<file path="src/rtl/core/ptd_pkg.sv">
`timescale 1ns / 1ps

package ptd_pkg;

   localparam int NUM_WIDTH_DEF = 16;

   typedef struct packed {
      logic done;
      logic zero;
   } ptd_div_stat_type;

endpackage

</file>
<file path="src/rtl/core/ptd_req_if.sv">
`timescale 1ns / 1ps

interface ptd_req_if #(
   parameter int NUM_WIDTH = ptd_pkg::NUM_WIDTH_DEF
);
   logic                 valid;
   logic                 ready;
   logic [NUM_WIDTH-1:0] number;

   modport source (output valid, output number, input ready);
   modport sink (input valid, input number, output ready);
endinterface

</file>
<file path="src/rtl/core/ptd_rsp_if.sv">
`timescale 1ns / 1ps

interface ptd_rsp_if;
   logic valid;
   logic ready;
   logic is_prime;

   modport source (output valid, output is_prime, input ready);
   modport sink (input valid, input is_prime, output ready);
endinterface

</file>
<file path="src/rtl/core/ptd_rem_unit.sv">
`timescale 1ns / 1ps

// restoring remainder, one dividend bit per cycle
module ptd_rem_unit #(
   parameter int NUM_WIDTH = ptd_pkg::NUM_WIDTH_DEF
) (
   input  logic                          clock,
   input  logic                          reset,
   input  logic                          start,
   input  logic [NUM_WIDTH-1:0]          dividend,
   input  logic [(NUM_WIDTH+1)/2+1:0]    divisor,
   output ptd_pkg::ptd_div_stat_type     stat
);
   localparam int DW = (NUM_WIDTH + 1) / 2 + 2;
   localparam int CW = $clog2(NUM_WIDTH + 1);

   logic          busy_ff, busy_in;
   logic          done_ff, done_in;
   logic [CW-1:0] cnt_ff, cnt_in;
   logic [DW-1:0] rem_ff, rem_in;
   logic [DW-1:0] div_ff, div_in;
   logic [NUM_WIDTH-1:0] sh_ff, sh_in;
   logic [DW:0]   trial;
   logic [DW:0]   diff;

   assign trial = {rem_ff, sh_ff[NUM_WIDTH-1]};
   assign diff  = trial - {1'b0, div_ff};

   always_comb begin
      busy_in = busy_ff;
      done_in = 1'b0;
      cnt_in  = cnt_ff;
      rem_in  = rem_ff;
      div_in  = div_ff;
      sh_in   = sh_ff;
      if (start) begin
         busy_in = 1'b1;
         cnt_in  = CW'(NUM_WIDTH);
         rem_in  = '0;
         div_in  = divisor;
         sh_in   = dividend;
      end else if (busy_ff) begin
         rem_in = diff[DW] ? trial[DW-1:0] : diff[DW-1:0];
         sh_in  = {sh_ff[NUM_WIDTH-2:0], 1'b0};
         cnt_in = cnt_ff - CW'(1);
         if (cnt_ff == CW'(1)) begin
            busy_in = 1'b0;
            done_in = 1'b1;
         end
      end
   end

   always_ff @(posedge clock) begin
      if (reset) begin
         busy_ff <= 1'b0;
         done_ff <= 1'b0;
         cnt_ff  <= '0;
      end else begin
         busy_ff <= busy_in;
         done_ff <= done_in;
         cnt_ff  <= cnt_in;
      end
      rem_ff <= rem_in;
      div_ff <= div_in;
      sh_ff  <= sh_in;
   end

   assign stat.done = done_ff;
   assign stat.zero = (rem_ff == '0);
endmodule

</file>
<file path="src/rtl/core/prime_trial_division.sv">
`timescale 1ns / 1ps
// Numbers 0..3 and even numbers go from accept straight to the result.
// Otherwise odd trial divisors 3, 5, 7, ... are tried up to the square root,
// each by the bit-serial remainder unit. One word in flight: a new number is
// accepted only once the last result has been loaded into the response register.
// Synchronous active-high reset clears the sequencer and the result valid.
module prime_trial_division #(
   parameter int NUM_WIDTH = ptd_pkg::NUM_WIDTH_DEF
) (
   input logic           clock,
   input logic           reset,
   ptd_req_if.sink       req_chan,
   ptd_rsp_if.source     rsp_chan
);
   localparam int DW = (NUM_WIDTH + 1) / 2 + 2;
   localparam int SW = NUM_WIDTH + 2;

   localparam logic [1:0] ST_IDLE   = 2'd0;
   localparam logic [1:0] ST_TEST   = 2'd1;
   localparam logic [1:0] ST_DIV    = 2'd2;
   localparam logic [1:0] ST_FINISH = 2'd3;

   logic [1:0]           state_ff, state_in;
   logic [NUM_WIDTH-1:0] n_ff, n_in;
   logic [DW-1:0]        d_ff, d_in;
   logic [SW-1:0]        sq_ff, sq_in;
   logic                 res_ff, res_in;
   logic                 rsp_valid_ff, rsp_valid_in;
   logic                 rsp_prime_ff, rsp_prime_in;
   logic                 div_start;
   logic                 slot_free;
   ptd_pkg::ptd_div_stat_type div_stat;

   ptd_rem_unit #(
      .NUM_WIDTH (NUM_WIDTH)
   ) u_rem (
      .clock    (clock),
      .reset    (reset),
      .start    (div_start),
      .dividend (n_ff),
      .divisor  (d_ff),
      .stat     (div_stat)
   );

   assign req_chan.ready  = (state_ff == ST_IDLE);
   assign rsp_chan.valid  = rsp_valid_ff;
   assign rsp_chan.is_prime = rsp_prime_ff;
   assign slot_free = !rsp_valid_ff || rsp_chan.ready;

   always_comb begin
      state_in     = state_ff;
      n_in         = n_ff;
      d_in         = d_ff;
      sq_in        = sq_ff;
      res_in       = res_ff;
      div_start    = 1'b0;
      rsp_valid_in = rsp_valid_ff && !rsp_chan.ready;
      rsp_prime_in = rsp_prime_ff;
      unique case (state_ff)
         ST_IDLE: begin
            if (req_chan.valid) begin
               n_in  = req_chan.number;
               d_in  = DW'(3);
               sq_in = SW'(9);
               if (req_chan.number < NUM_WIDTH'(2)) begin
                  res_in   = 1'b0;
                  state_in = ST_FINISH;
               end else if (req_chan.number < NUM_WIDTH'(4)) begin
                  res_in   = 1'b1;
                  state_in = ST_FINISH;
               end else if (!req_chan.number[0]) begin
                  res_in   = 1'b0;
                  state_in = ST_FINISH;
               end else begin
                  state_in = ST_TEST;
               end
            end
         end
         ST_TEST: begin
            if (sq_ff > SW'(n_ff)) begin
               res_in   = 1'b1;
               state_in = ST_FINISH;
            end else begin
               div_start = 1'b1;
               state_in  = ST_DIV;
            end
         end
         ST_DIV: begin
            if (div_stat.done) begin
               if (div_stat.zero) begin
                  res_in   = 1'b0;
                  state_in = ST_FINISH;
               end else begin
                  // (d+2)^2 = d^2 + 4d + 4
                  d_in     = d_ff + DW'(2);
                  sq_in    = sq_ff + SW'({d_ff, 2'b00}) + SW'(4);
                  state_in = ST_TEST;
               end
            end
         end
         ST_FINISH: begin
            if (slot_free) begin
               rsp_valid_in = 1'b1;
               rsp_prime_in = res_ff;
               state_in     = ST_IDLE;
            end
         end
         default: state_in = ST_IDLE;
      endcase
   end

   always_ff @(posedge clock) begin
      if (reset) begin
         state_ff     <= ST_IDLE;
         rsp_valid_ff <= 1'b0;
      end else begin
         state_ff     <= state_in;
         rsp_valid_ff <= rsp_valid_in;
      end
      n_ff         <= n_in;
      d_ff         <= d_in;
      sq_ff        <= sq_in;
      res_ff       <= res_in;
      rsp_prime_ff <= rsp_prime_in;
   end
endmodule

</file>
<file path="src/flat_wrapper.sv">
// flat-port wrapper written by rule: the top's interface ports become plain ports
module prime_trial_division_flat 
#(
   parameter int NUM_WIDTH = ptd_pkg::NUM_WIDTH_DEF
)
  (clock, reset, req_chan_valid, req_chan_number, req_chan_ready, rsp_chan_valid, rsp_chan_is_prime, rsp_chan_ready);
  ptd_req_if #(.NUM_WIDTH(NUM_WIDTH)) req_chan_i ();
  ptd_rsp_if rsp_chan_i ();
  input logic clock;
  input logic reset;
  input wire logic [$bits(req_chan_i.valid)-1:0] req_chan_valid;
  input wire logic [$bits(req_chan_i.number)-1:0] req_chan_number;
  output wire logic [$bits(req_chan_i.ready)-1:0] req_chan_ready;
  output wire logic [$bits(rsp_chan_i.valid)-1:0] rsp_chan_valid;
  output wire logic [$bits(rsp_chan_i.is_prime)-1:0] rsp_chan_is_prime;
  input wire logic [$bits(rsp_chan_i.ready)-1:0] rsp_chan_ready;
  assign req_chan_i.valid = req_chan_valid;
  assign req_chan_i.number = req_chan_number;
  assign req_chan_ready = req_chan_i.ready;
  assign rsp_chan_valid = rsp_chan_i.valid;
  assign rsp_chan_is_prime = rsp_chan_i.is_prime;
  assign rsp_chan_i.ready = rsp_chan_ready;
  prime_trial_division #(.NUM_WIDTH(NUM_WIDTH)) u_core (.clock(clock), .reset(reset), .req_chan(req_chan_i), .rsp_chan(rsp_chan_i));
endmodule
</file>
<file path="config.mk">
export PLATFORM = sky130hd
export DESIGN_NAME = prime_trial_division_flat
export DESIGN_NICKNAME = d
export VERILOG_FILES = /design/src/rtl/core/ptd_pkg.sv /design/src/rtl/core/ptd_req_if.sv /design/src/rtl/core/ptd_rsp_if.sv /design/src/rtl/core/ptd_rem_unit.sv /design/src/rtl/core/prime_trial_division.sv /design/src/flat_wrapper.sv
export SDC_FILE = /design/constraint.sdc
export NUM_CORES = 1
export LEC_CHECK = 0
export BUFFER_PORTS_ARGS = -buffer_cell sky130_fd_sc_hd__buf_2
export CAP_MARGIN = 20
export CORE_MARGIN = 3
export CORE_UTILIZATION = 40
export CTS_CLUSTER_SIZE = 12
export DETAILED_ROUTE_END_ITERATION = 8
export GPL_ROUTABILITY_DRIVEN = 0
export PLACE_DENSITY = 0.53
export RECOVER_POWER = 100
export SYNTH_ARGS = -nofsm -noshare
export SYNTH_HDL_FRONTEND = slang
export SYNTH_HIERARCHICAL = 1
export SYNTH_SLANG_ARGS = --single-unit
</file>
<file path="constraint.sdc">
create_clock -name clock -period 9.2 [get_ports clock]
set_input_delay 1.84 -clock clock [delete_from_list [all_inputs] [get_ports clock]]
set_output_delay 1.84 -clock clock [all_outputs]
set_load 0.02 [all_outputs]
</file>
==> results of run 1 <==
registers in the layout (all words and copies together), names as in the netlist, 2 cells and up:
name and flops:
u_core/n_ff 16, u_core/u_rem/sh_ff 16, u_core/sq_ff 15, u_core/u_rem/div_ff 10
u_core/u_rem/rem_ff 10, u_core/d_ff 9, u_core/u_rem/cnt_ff 5, u_core/state_ff 2
area by class of cell:
class                      instances  area (um^2)
multi-input combinational        336         2510
inverter                          38          143
fill                            1178         6630
timing repair buffer              24         98.8
tap                              168          210
clock inverter                     7         47.5
sequential                        88         2440
clock buffer                       9          225
critical path: stages (launching register included):
cell and delay [ns]:
edfxtp_1 0.50, ha_1 0.34, nand4_1 0.18, nor4_1 0.43, a31oi_1 0.23, o32ai_4 0.15
clkbuf_1 1.68, or2_0 1.08
stage by stage:
stage / hold slack (ns) / setup slack, ns / power [mW]
5_1_grt: 0.444 / 3.81 / 2.52
3_5_place_dp: 0.424 / 5.91 / 2.00
3_3_place_gp: 0.407 / 5.92 / 1.99
6_report: 0.438 / 4.19 / 2.31
4_1_cts: 0.438 / 5.97 / 2.35
2_1_floorplan: 0.400 / 5.57 / 1.73
cell usage in the layout, fill, tap and decap left out, drive strengths merged, types with 8 or more instances in the layout:
| cell type | instances |
|---|---|
| edfxtp | 68 |
| ha | 48 |
| inv | 38 |
| nor2 | 37 |
| clkbuf | 26 |
| nand2 | 23 |
| a21oi | 22 |
| nand3 | 20 |
| dfxtp | 20 |
| o21ai | 17 |
| mux2 | 15 |
| nor3 | 13 |
| xnor2 | 12 |
| a311oi | 10 |
| a21o | 10 |
| xor2 | 8 |
| o21a | 8 |
| and3 | 8 |
synth_stat cells, types with 9 or more instances:
| master | number |
|---|---|
| edfxtp_1 | 68 |
| ha_1 | 48 |
| inv_1 | 37 |
| nor2_1 | 37 |
| nand2_1 | 23 |
| a21oi_1 | 20 |
| dfxtp_1 | 20 |
| nand3_1 | 20 |
| mux2_2 | 15 |
| nor3_1 | 13 |
| xnor2_1 | 12 |
| a21o_1 | 9 |
| clkbuf_1 | 9 |
| o21ai_0 | 9 |
power groups by stage:
stage | combinational (mW) | sequential (mW) | clock [mW]
after floorplan | 0.964 | 0.761 | 0
after global placement | 1.16 | 0.827 | 0
after detailed placement | 1.17 | 0.829 | 0
after CTS | 1.18 | 0.821 | 0.353
after global routing | 1.30 | 0.848 | 0.369
final | 1.15 | 0.824 | 0.339
kinds of logic after synthesis:
kind of cell	share of synthesized area
multiplexers	0.0443
flip-flops	0.473
AND/OR/NAND/NOR	0.146
XOR/XNOR	0.0339
buffers and inverters	0.0414
other	0.000726
adder cells (fa/ha/maj)	0.124
AO/OA/AOI/OAI	0.137
per-layer routing:
layer | global-route usage | part of all wire | vias up
met5 | 0 | 0 | -
met4 | 0.0523 | 0.016 | 0
met3 | 0.0396 | 0.032 | 13
met2 | 0.262 | 0.49 | 47
met1 | 0.195 | 0.47 | 1703
li1 | - | - | 1818
worst max path at each step:
stage	end	slack [ns]
after floorplan	u_core/u_rem/sh_ff[10]$_DFFE_PP_	5.57
after global placement	u_core/res_ff$_DFFE_PP_	5.92
after detailed placement	u_core/res_ff$_DFFE_PP_	5.91
after CTS	req_chan_ready	5.97
after global routing	u_core/u_rem/sh_ff[14]$_DFFE_PP_	3.81
final	u_core/u_rem/sh_ff[7]$_DFFE_PP_	4.19
==> results.sh, run 1 <==
export IMPL_vdd_drop_max_mv=0.200
export IMPL_numCtsBuffers=9
export IMPL_fin_worst_skew_ns=0.00608
export IMPL_setup_worst_path_class="reg -> reg"
export IMPL_dpl_hpwl_um=7720
export IMPL_dp_cells=654
export IMPL_antenna_found_initial=0
export IMPL_post_cts_setup_buffers=0
export IMPL_drt_iter0_drc=138
export IMPL_synthesis_nets=547
export IMPL_final_layout_size_suffix_gt1_frac=0.0896
export IMPL_p_per_area_nw_per_um2=407
export IMPL_worstPathRequired_ns=9.16
export IMPL_violations="max-capacitance violations, max-slew violations"
export IMPL_finalHoldViolCount=0
export IMPL_die_w_um=120
export IMPL_tightest_slew_ns=2.31
export IMPL_htree_levels=3
export IMPL_routed_via_density=5.34
export IMPL_fp_dieH_um=120
export IMPL_grt_pass1_wl_um=17600
export IMPL_fin_cells=670
export IMPL_yosysUniqueCellTypes=62
export IMPL_synth_edf_count=68
export IMPL_r2r_end="u_core/u_rem/sh_ff[7]$_DFFE_PP_"
export IMPL_grt_setup_unrepaired="false"
export IMPL_ys_ff_latch=88
export IMPL_grt_total_usage=0.156
export IMPL_avgRoutedWirePerCell_um=15.6
export IMPL_start_util=0.420
export IMPL_cp_arrival_ns=4.96
export IMPL_reg2reg_slack_ns=4.19
export IMPL_cts_buffer_depth=2
export IMPL_async_flop_share=0
export IMPL_leakage_nw=2.16
export IMPL_power_switching_share=0.418
export IMPL_syn_cell_area_um2=5170
export IMPL_internal_power_mw=1.35
export IMPL_first_pass_iters=4
export IMPL_io_buffers=22
export IMPL_rr_startpoint="u_core/sq_ff[13]$_SDFFCE_PN0P_"
export IMPL_via_count=3581
export IMPL_wl_um=10500
export IMPL_fmax_ghz=0.200
export IMPL_cp_end_kind="register"
export IMPL_synth_largest_area_cell="edfxtp_1"
export IMPL_pwr_share_seq=0.356
export IMPL_hp_class="reg -> reg"
export IMPL_status="finished with violations"
export IMPL_drc=0
export IMPL_cts_tree="built"
export IMPL_clkTransAtPathRegs_ns=0.06
export IMPL_gr_total_overflow=0
export IMPL_clk_latency_ns=0.35
export IMPL_fin_nets=567
export IMPL_ctsResizeCount=0
export IMPL_rows=40
export IMPL_cp_max_fo=48
export IMPL_grt_max_degree=49
export IMPL_pwr_share_clk=0.147
export IMPL_antenna_cells=0
export IMPL_switching_power_mw=0.967
export IMPL_ios=23
export IMPL_seq_area_frac_synth=0.473
export IMPL_power_frac_comb=0.497
export IMPL_hold_depth=0
export IMPL_startpoint="u_core/sq_ff[13]$_SDFFCE_PN0P_"
export IMPL_synth_flop_cell="edfxtp_1"
export IMPL_yosysWarnings=6
export IMPL_setup_viol=0
export IMPL_syn_inst=477
export IMPL_ctsHoldBuffers=0
export IMPL_drv_slew=49
export IMPL_finalCritPeriodShare=0.544
export IMPL_coreArea_um2=12300
export IMPL_final_area_um2=5680
export IMPL_yosys_top_cells_area="edfxtp_1 (40%), ha_1 (12%), dfxtp_1 (7.8%)"
export IMPL_worstHoldStart="u_core/res_ff$_DFFE_PP_"
export IMPL_place_area_um2=5450
export IMPL_post_route_min_period_ns=5.01
export IMPL_syn_to_final_growth_pct=9.95
export IMPL_reg2regPathDepth=7
export IMPL_fin_setup_tns_ns=0
export IMPL_final_util=0.461
export IMPL_cp_start_kind="register"
export IMPL_grt_pass1_vias=3485
export IMPL_synth_top_cell_area_share=0.395
export IMPL_clock_sinks=88
export IMPL_dieArea_um2=14300
export IMPL_holdPathEnd="u_core/rsp_chan.is_prime$_DFFE_PP_"
export IMPL_synth_area_per_cell_um2=10.8
export IMPL_cts_root_buf="clkbuf_16"
export IMPL_ant_nets=0
export IMPL_max_slew_margin=-0.541
export IMPL_maxCapViolCount=1
Note: power is estimated with default switching activity, not from simulation.
==> run 2: changes to the inputs <==
- ABC_AREA: not set -> 1
- PLACE_DENSITY: 0.53 -> 0.55
- clock period: 9.2 -> 4.3 ns (I/O delays scaled with it)
==> results.sh, run 2 <==
export IMPL_fp_dieH_um=123
export IMPL_cp_arrival_ns=3.11
export IMPL_top_regs="u_core/n_ff (16), u_core/u_rem/sh_ff (16), u_core/sq_ff (15)"
export IMPL_crit_buf_inv=3
export IMPL_seq_area_frac_synth=0.446
export IMPL_cts_tree="built"
export IMPL_syn_inst=644
export IMPL_antenna_found_initial=0
export IMPL_final_common_cell="nand2_1"
export IMPL_io_buffers=22
export IMPL_routed_via_density=4.88
export IMPL_multiInputGateArea_um2=2600
export IMPL_grt_pass1_wl_um=19900
export IMPL_slowest_stage="clkbuf_1"
export IMPL_fmax_ghz=0.316
export IMPL_grt_setup_unrepaired="false"
export IMPL_fin_cells=853
export IMPL_clkTransAtPathRegs_ns=0.07
export IMPL_htree_levels=3
export IMPL_start_util=0.412
export IMPL_leakage_nw=2.75
export IMPL_ios=23
export IMPL_rows=42
export IMPL_final_layout_size_suffix_gt1_frac=0.0990
export IMPL_synth_area_per_cell_um2=8.50
export IMPL_async_flop_share=0
export IMPL_numCtsBuffers=9
export IMPL_setup_worst_path_class="reg -> reg"
export IMPL_die_w_um=123
export IMPL_yosysUniqueCellTypes=44
export IMPL_drv_slew=0
export IMPL_ctsHoldBuffers=0
export IMPL_reg2regPathDepth=6
export IMPL_finalHoldViolCount=0
export IMPL_cp_max_fo=24
export IMPL_tightest_slew_ns=1.45
export IMPL_final_util=0.452
export IMPL_synth_most_common_cell="nand2_1"
export IMPL_layout_common_cells="nand2_1 (181), inv_1 (90), edfxtp_1 (68), nor2_1 (53), ha_1 (48)"
export IMPL_maxCapViolCount=0
export IMPL_ys_ff_latch=88
export IMPL_p_per_area_nw_per_um2=807
export IMPL_post_cts_setup_buffers=0
export IMPL_gr_total_overflow=0
export IMPL_crit_family="buffers and inverters"
export IMPL_drc=0
export IMPL_dp_cells=837
export IMPL_ys_top_cells_by_count="nand2_1 (177), inv_1 (90), edfxtp_1 (68)"
export IMPL_max_slew_margin=0.0326
export IMPL_via_count=4165
export IMPL_first_pass_iters=5
export IMPL_cp_end_kind="register"
export IMPL_reg2reg_slack_ns=1.14
export IMPL_clk_latency_ns=0.34
export IMPL_grt_total_usage=0.172
export IMPL_power_mw=4.86
export IMPL_synth_edf_count=68
export IMPL_hp_class="reg -> reg"
export IMPL_wl_um=12000
export IMPL_avgRoutedWirePerCell_um=14.1
export IMPL_synth_flop_cell="edfxtp_1"
export IMPL_cts_root_buf="clkbuf_16"
export IMPL_syn_cell_area_um2=5470
export IMPL_cpMostUsedCell="inv_1"
export IMPL_cts_buffer_depth=2
export IMPL_fin_nets=742
export IMPL_worstHoldStart="u_core/res_ff$_DFFE_PP_"
export IMPL_status="completed"
export IMPL_drt_iter0_drc=323
export IMPL_syn_to_final_growth_pct=9.95
export IMPL_yosys_top_cells_area="edfxtp_1 (37%), nand2_1 (12%), ha_1 (11%)"
export IMPL_fin_worst_skew_ns=0.00919
export IMPL_dieArea_um2=15100
export IMPL_post_route_min_period_ns=3.16
export IMPL_worstPathRequired_ns=4.25
export IMPL_finalCritPeriodShare=0.735
export IMPL_synth_largest_area_cell="edfxtp_1"
export IMPL_regArea_um2=2440
export IMPL_setup_viol=0
export IMPL_fin_setup_tns_ns=0
export IMPL_synthesis_nets=714
export IMPL_ant_nets=0
export IMPL_rr_startpoint="u_core/state_ff[0]$_SDFFE_PP0P_"
export IMPL_path_cells="inv_1 > ha_1 > inv_1 > o22ai_1 > nor2_2 > clkbuf_1"
export IMPL_clock_sinks=88
export IMPL_cp_start_kind="register"
export IMPL_antenna_cells=0
export IMPL_grt_max_degree=31
export IMPL_grt_pass1_vias=4052
export IMPL_r2r_end="u_core/sq_ff[5]$_SDFFCE_PN0P_"
export IMPL_cp_slowest_stage_delay_ns=1.06
export IMPL_hold_depth=0
export IMPL_holdPathEnd="u_core/rsp_chan.is_prime$_DFFE_PP_"
export IMPL_ctsResizeCount=0
export IMPL_synth_top_cell_area_share=0.373
export IMPL_vdd_drop_max_mv=0.399
export IMPL_coreArea_um2=13300
export IMPL_yosysWarnings=6
export IMPL_fillers=1332
export IMPL_dpl_hpwl_um=9380
-- run 2: changes by cell type after synthesis, moves of 7 or more --
cell	delta
nand2_1	+154
inv_1	+53
nand2_2	+21
nor2_1	+17
nand3_1	+16
mux2_2	-15
a21oi_1	+13
xnor2_1	-10
a21o_1	-8
a311oi_1	-8
o21a_1	-8
nand3_2	+7
nor3_1	-7
-- run 2: metrics by stage --
| stage | setup WS, ns | cell area, um^2 | hold slack (ns) |
|---|---|---|---|
| after floorplan | 1.64 | 5470 | 0.400 |
| after global placement | 1.44 | 5790 | 0.436 |
| after detailed placement | 1.37 | 5790 | 0.438 |
| after CTS | 1.36 | 6100 | 0.447 |
| after global routing | 0.811 | 6020 | 0.455 |
| final | 1.14 | 6020 | 0.448 |
-- run 2: cell type report --
class                           instances  share of cell area
Clock buffer                           11              0.0439
Timing Repair Buffer                   24              0.0171
Sequential cell                        88               0.406
Clock inverter                          5             0.00728
Multi-Input combinational cell        457               0.432
Inverter                               92              0.0574
Tap cell                              176              0.0366
-- run 2: cells by family after synthesis --
kind of cell | count (synthesis) | share of synthesized area
flip-flops | 88 | 0.446
buffers and inverters | 99 | 0.0688
other | 1 | 0.000685
XOR/XNOR | 7 | 0.0112
AO/OA/AOI/OAI | 69 | 0.0750
AND/OR/NAND/NOR | 330 | 0.281
adder cells (fa/ha/maj) | 50 | 0.117
-- run 2: power by group --
group	switching [mW]	total (mW)	leakage (nW)	internal, mW
registers	0.261	1.62	0.803	1.36
logic	1.62	2.44	1.79	0.813
clock network	0.349	0.801	0.154	0.453
total	2.23	4.86	2.75	2.62
-- run 2: how the worst max path moves through the flow --
stage          slack (ns)                                  end                       startpoint  depth (start not counted)
4_1_cts              1.36      u_core/u_rem/sh_ff[3]$_DFFE_PP_   u_core/sq_ff[13]$_SDFFCE_PN0P_                         10
3_5_place_dp         1.37      u_core/u_rem/sh_ff[4]$_DFFE_PP_   u_core/sq_ff[13]$_SDFFCE_PN0P_                         10
3_3_place_gp         1.44      u_core/u_rem/sh_ff[5]$_DFFE_PP_   u_core/sq_ff[13]$_SDFFCE_PN0P_                         10
2_1_floorplan        1.64  u_core/u_rem/sh_ff[0]$_SDFFCE_PN0P_   u_core/sq_ff[13]$_SDFFCE_PN0P_                          9
5_1_grt              0.81        u_core/sq_ff[5]$_SDFFCE_PN0P_  u_core/state_ff[0]$_SDFFE_PP0P_                          6
6_report             1.14        u_core/sq_ff[5]$_SDFFCE_PN0P_  u_core/state_ff[0]$_SDFFE_PP0P_                          6
-- run 2: per-layer routing --
| layer | global-route usage | share of wire |
|---|---|---|
| met1 | 0.234 | 0.49 |
| met4 | 0.0406 | 0.0074 |
| met5 | 0 | 0 |
| met2 | 0.279 | 0.47 |
| met3 | 0.0389 | 0.037 |
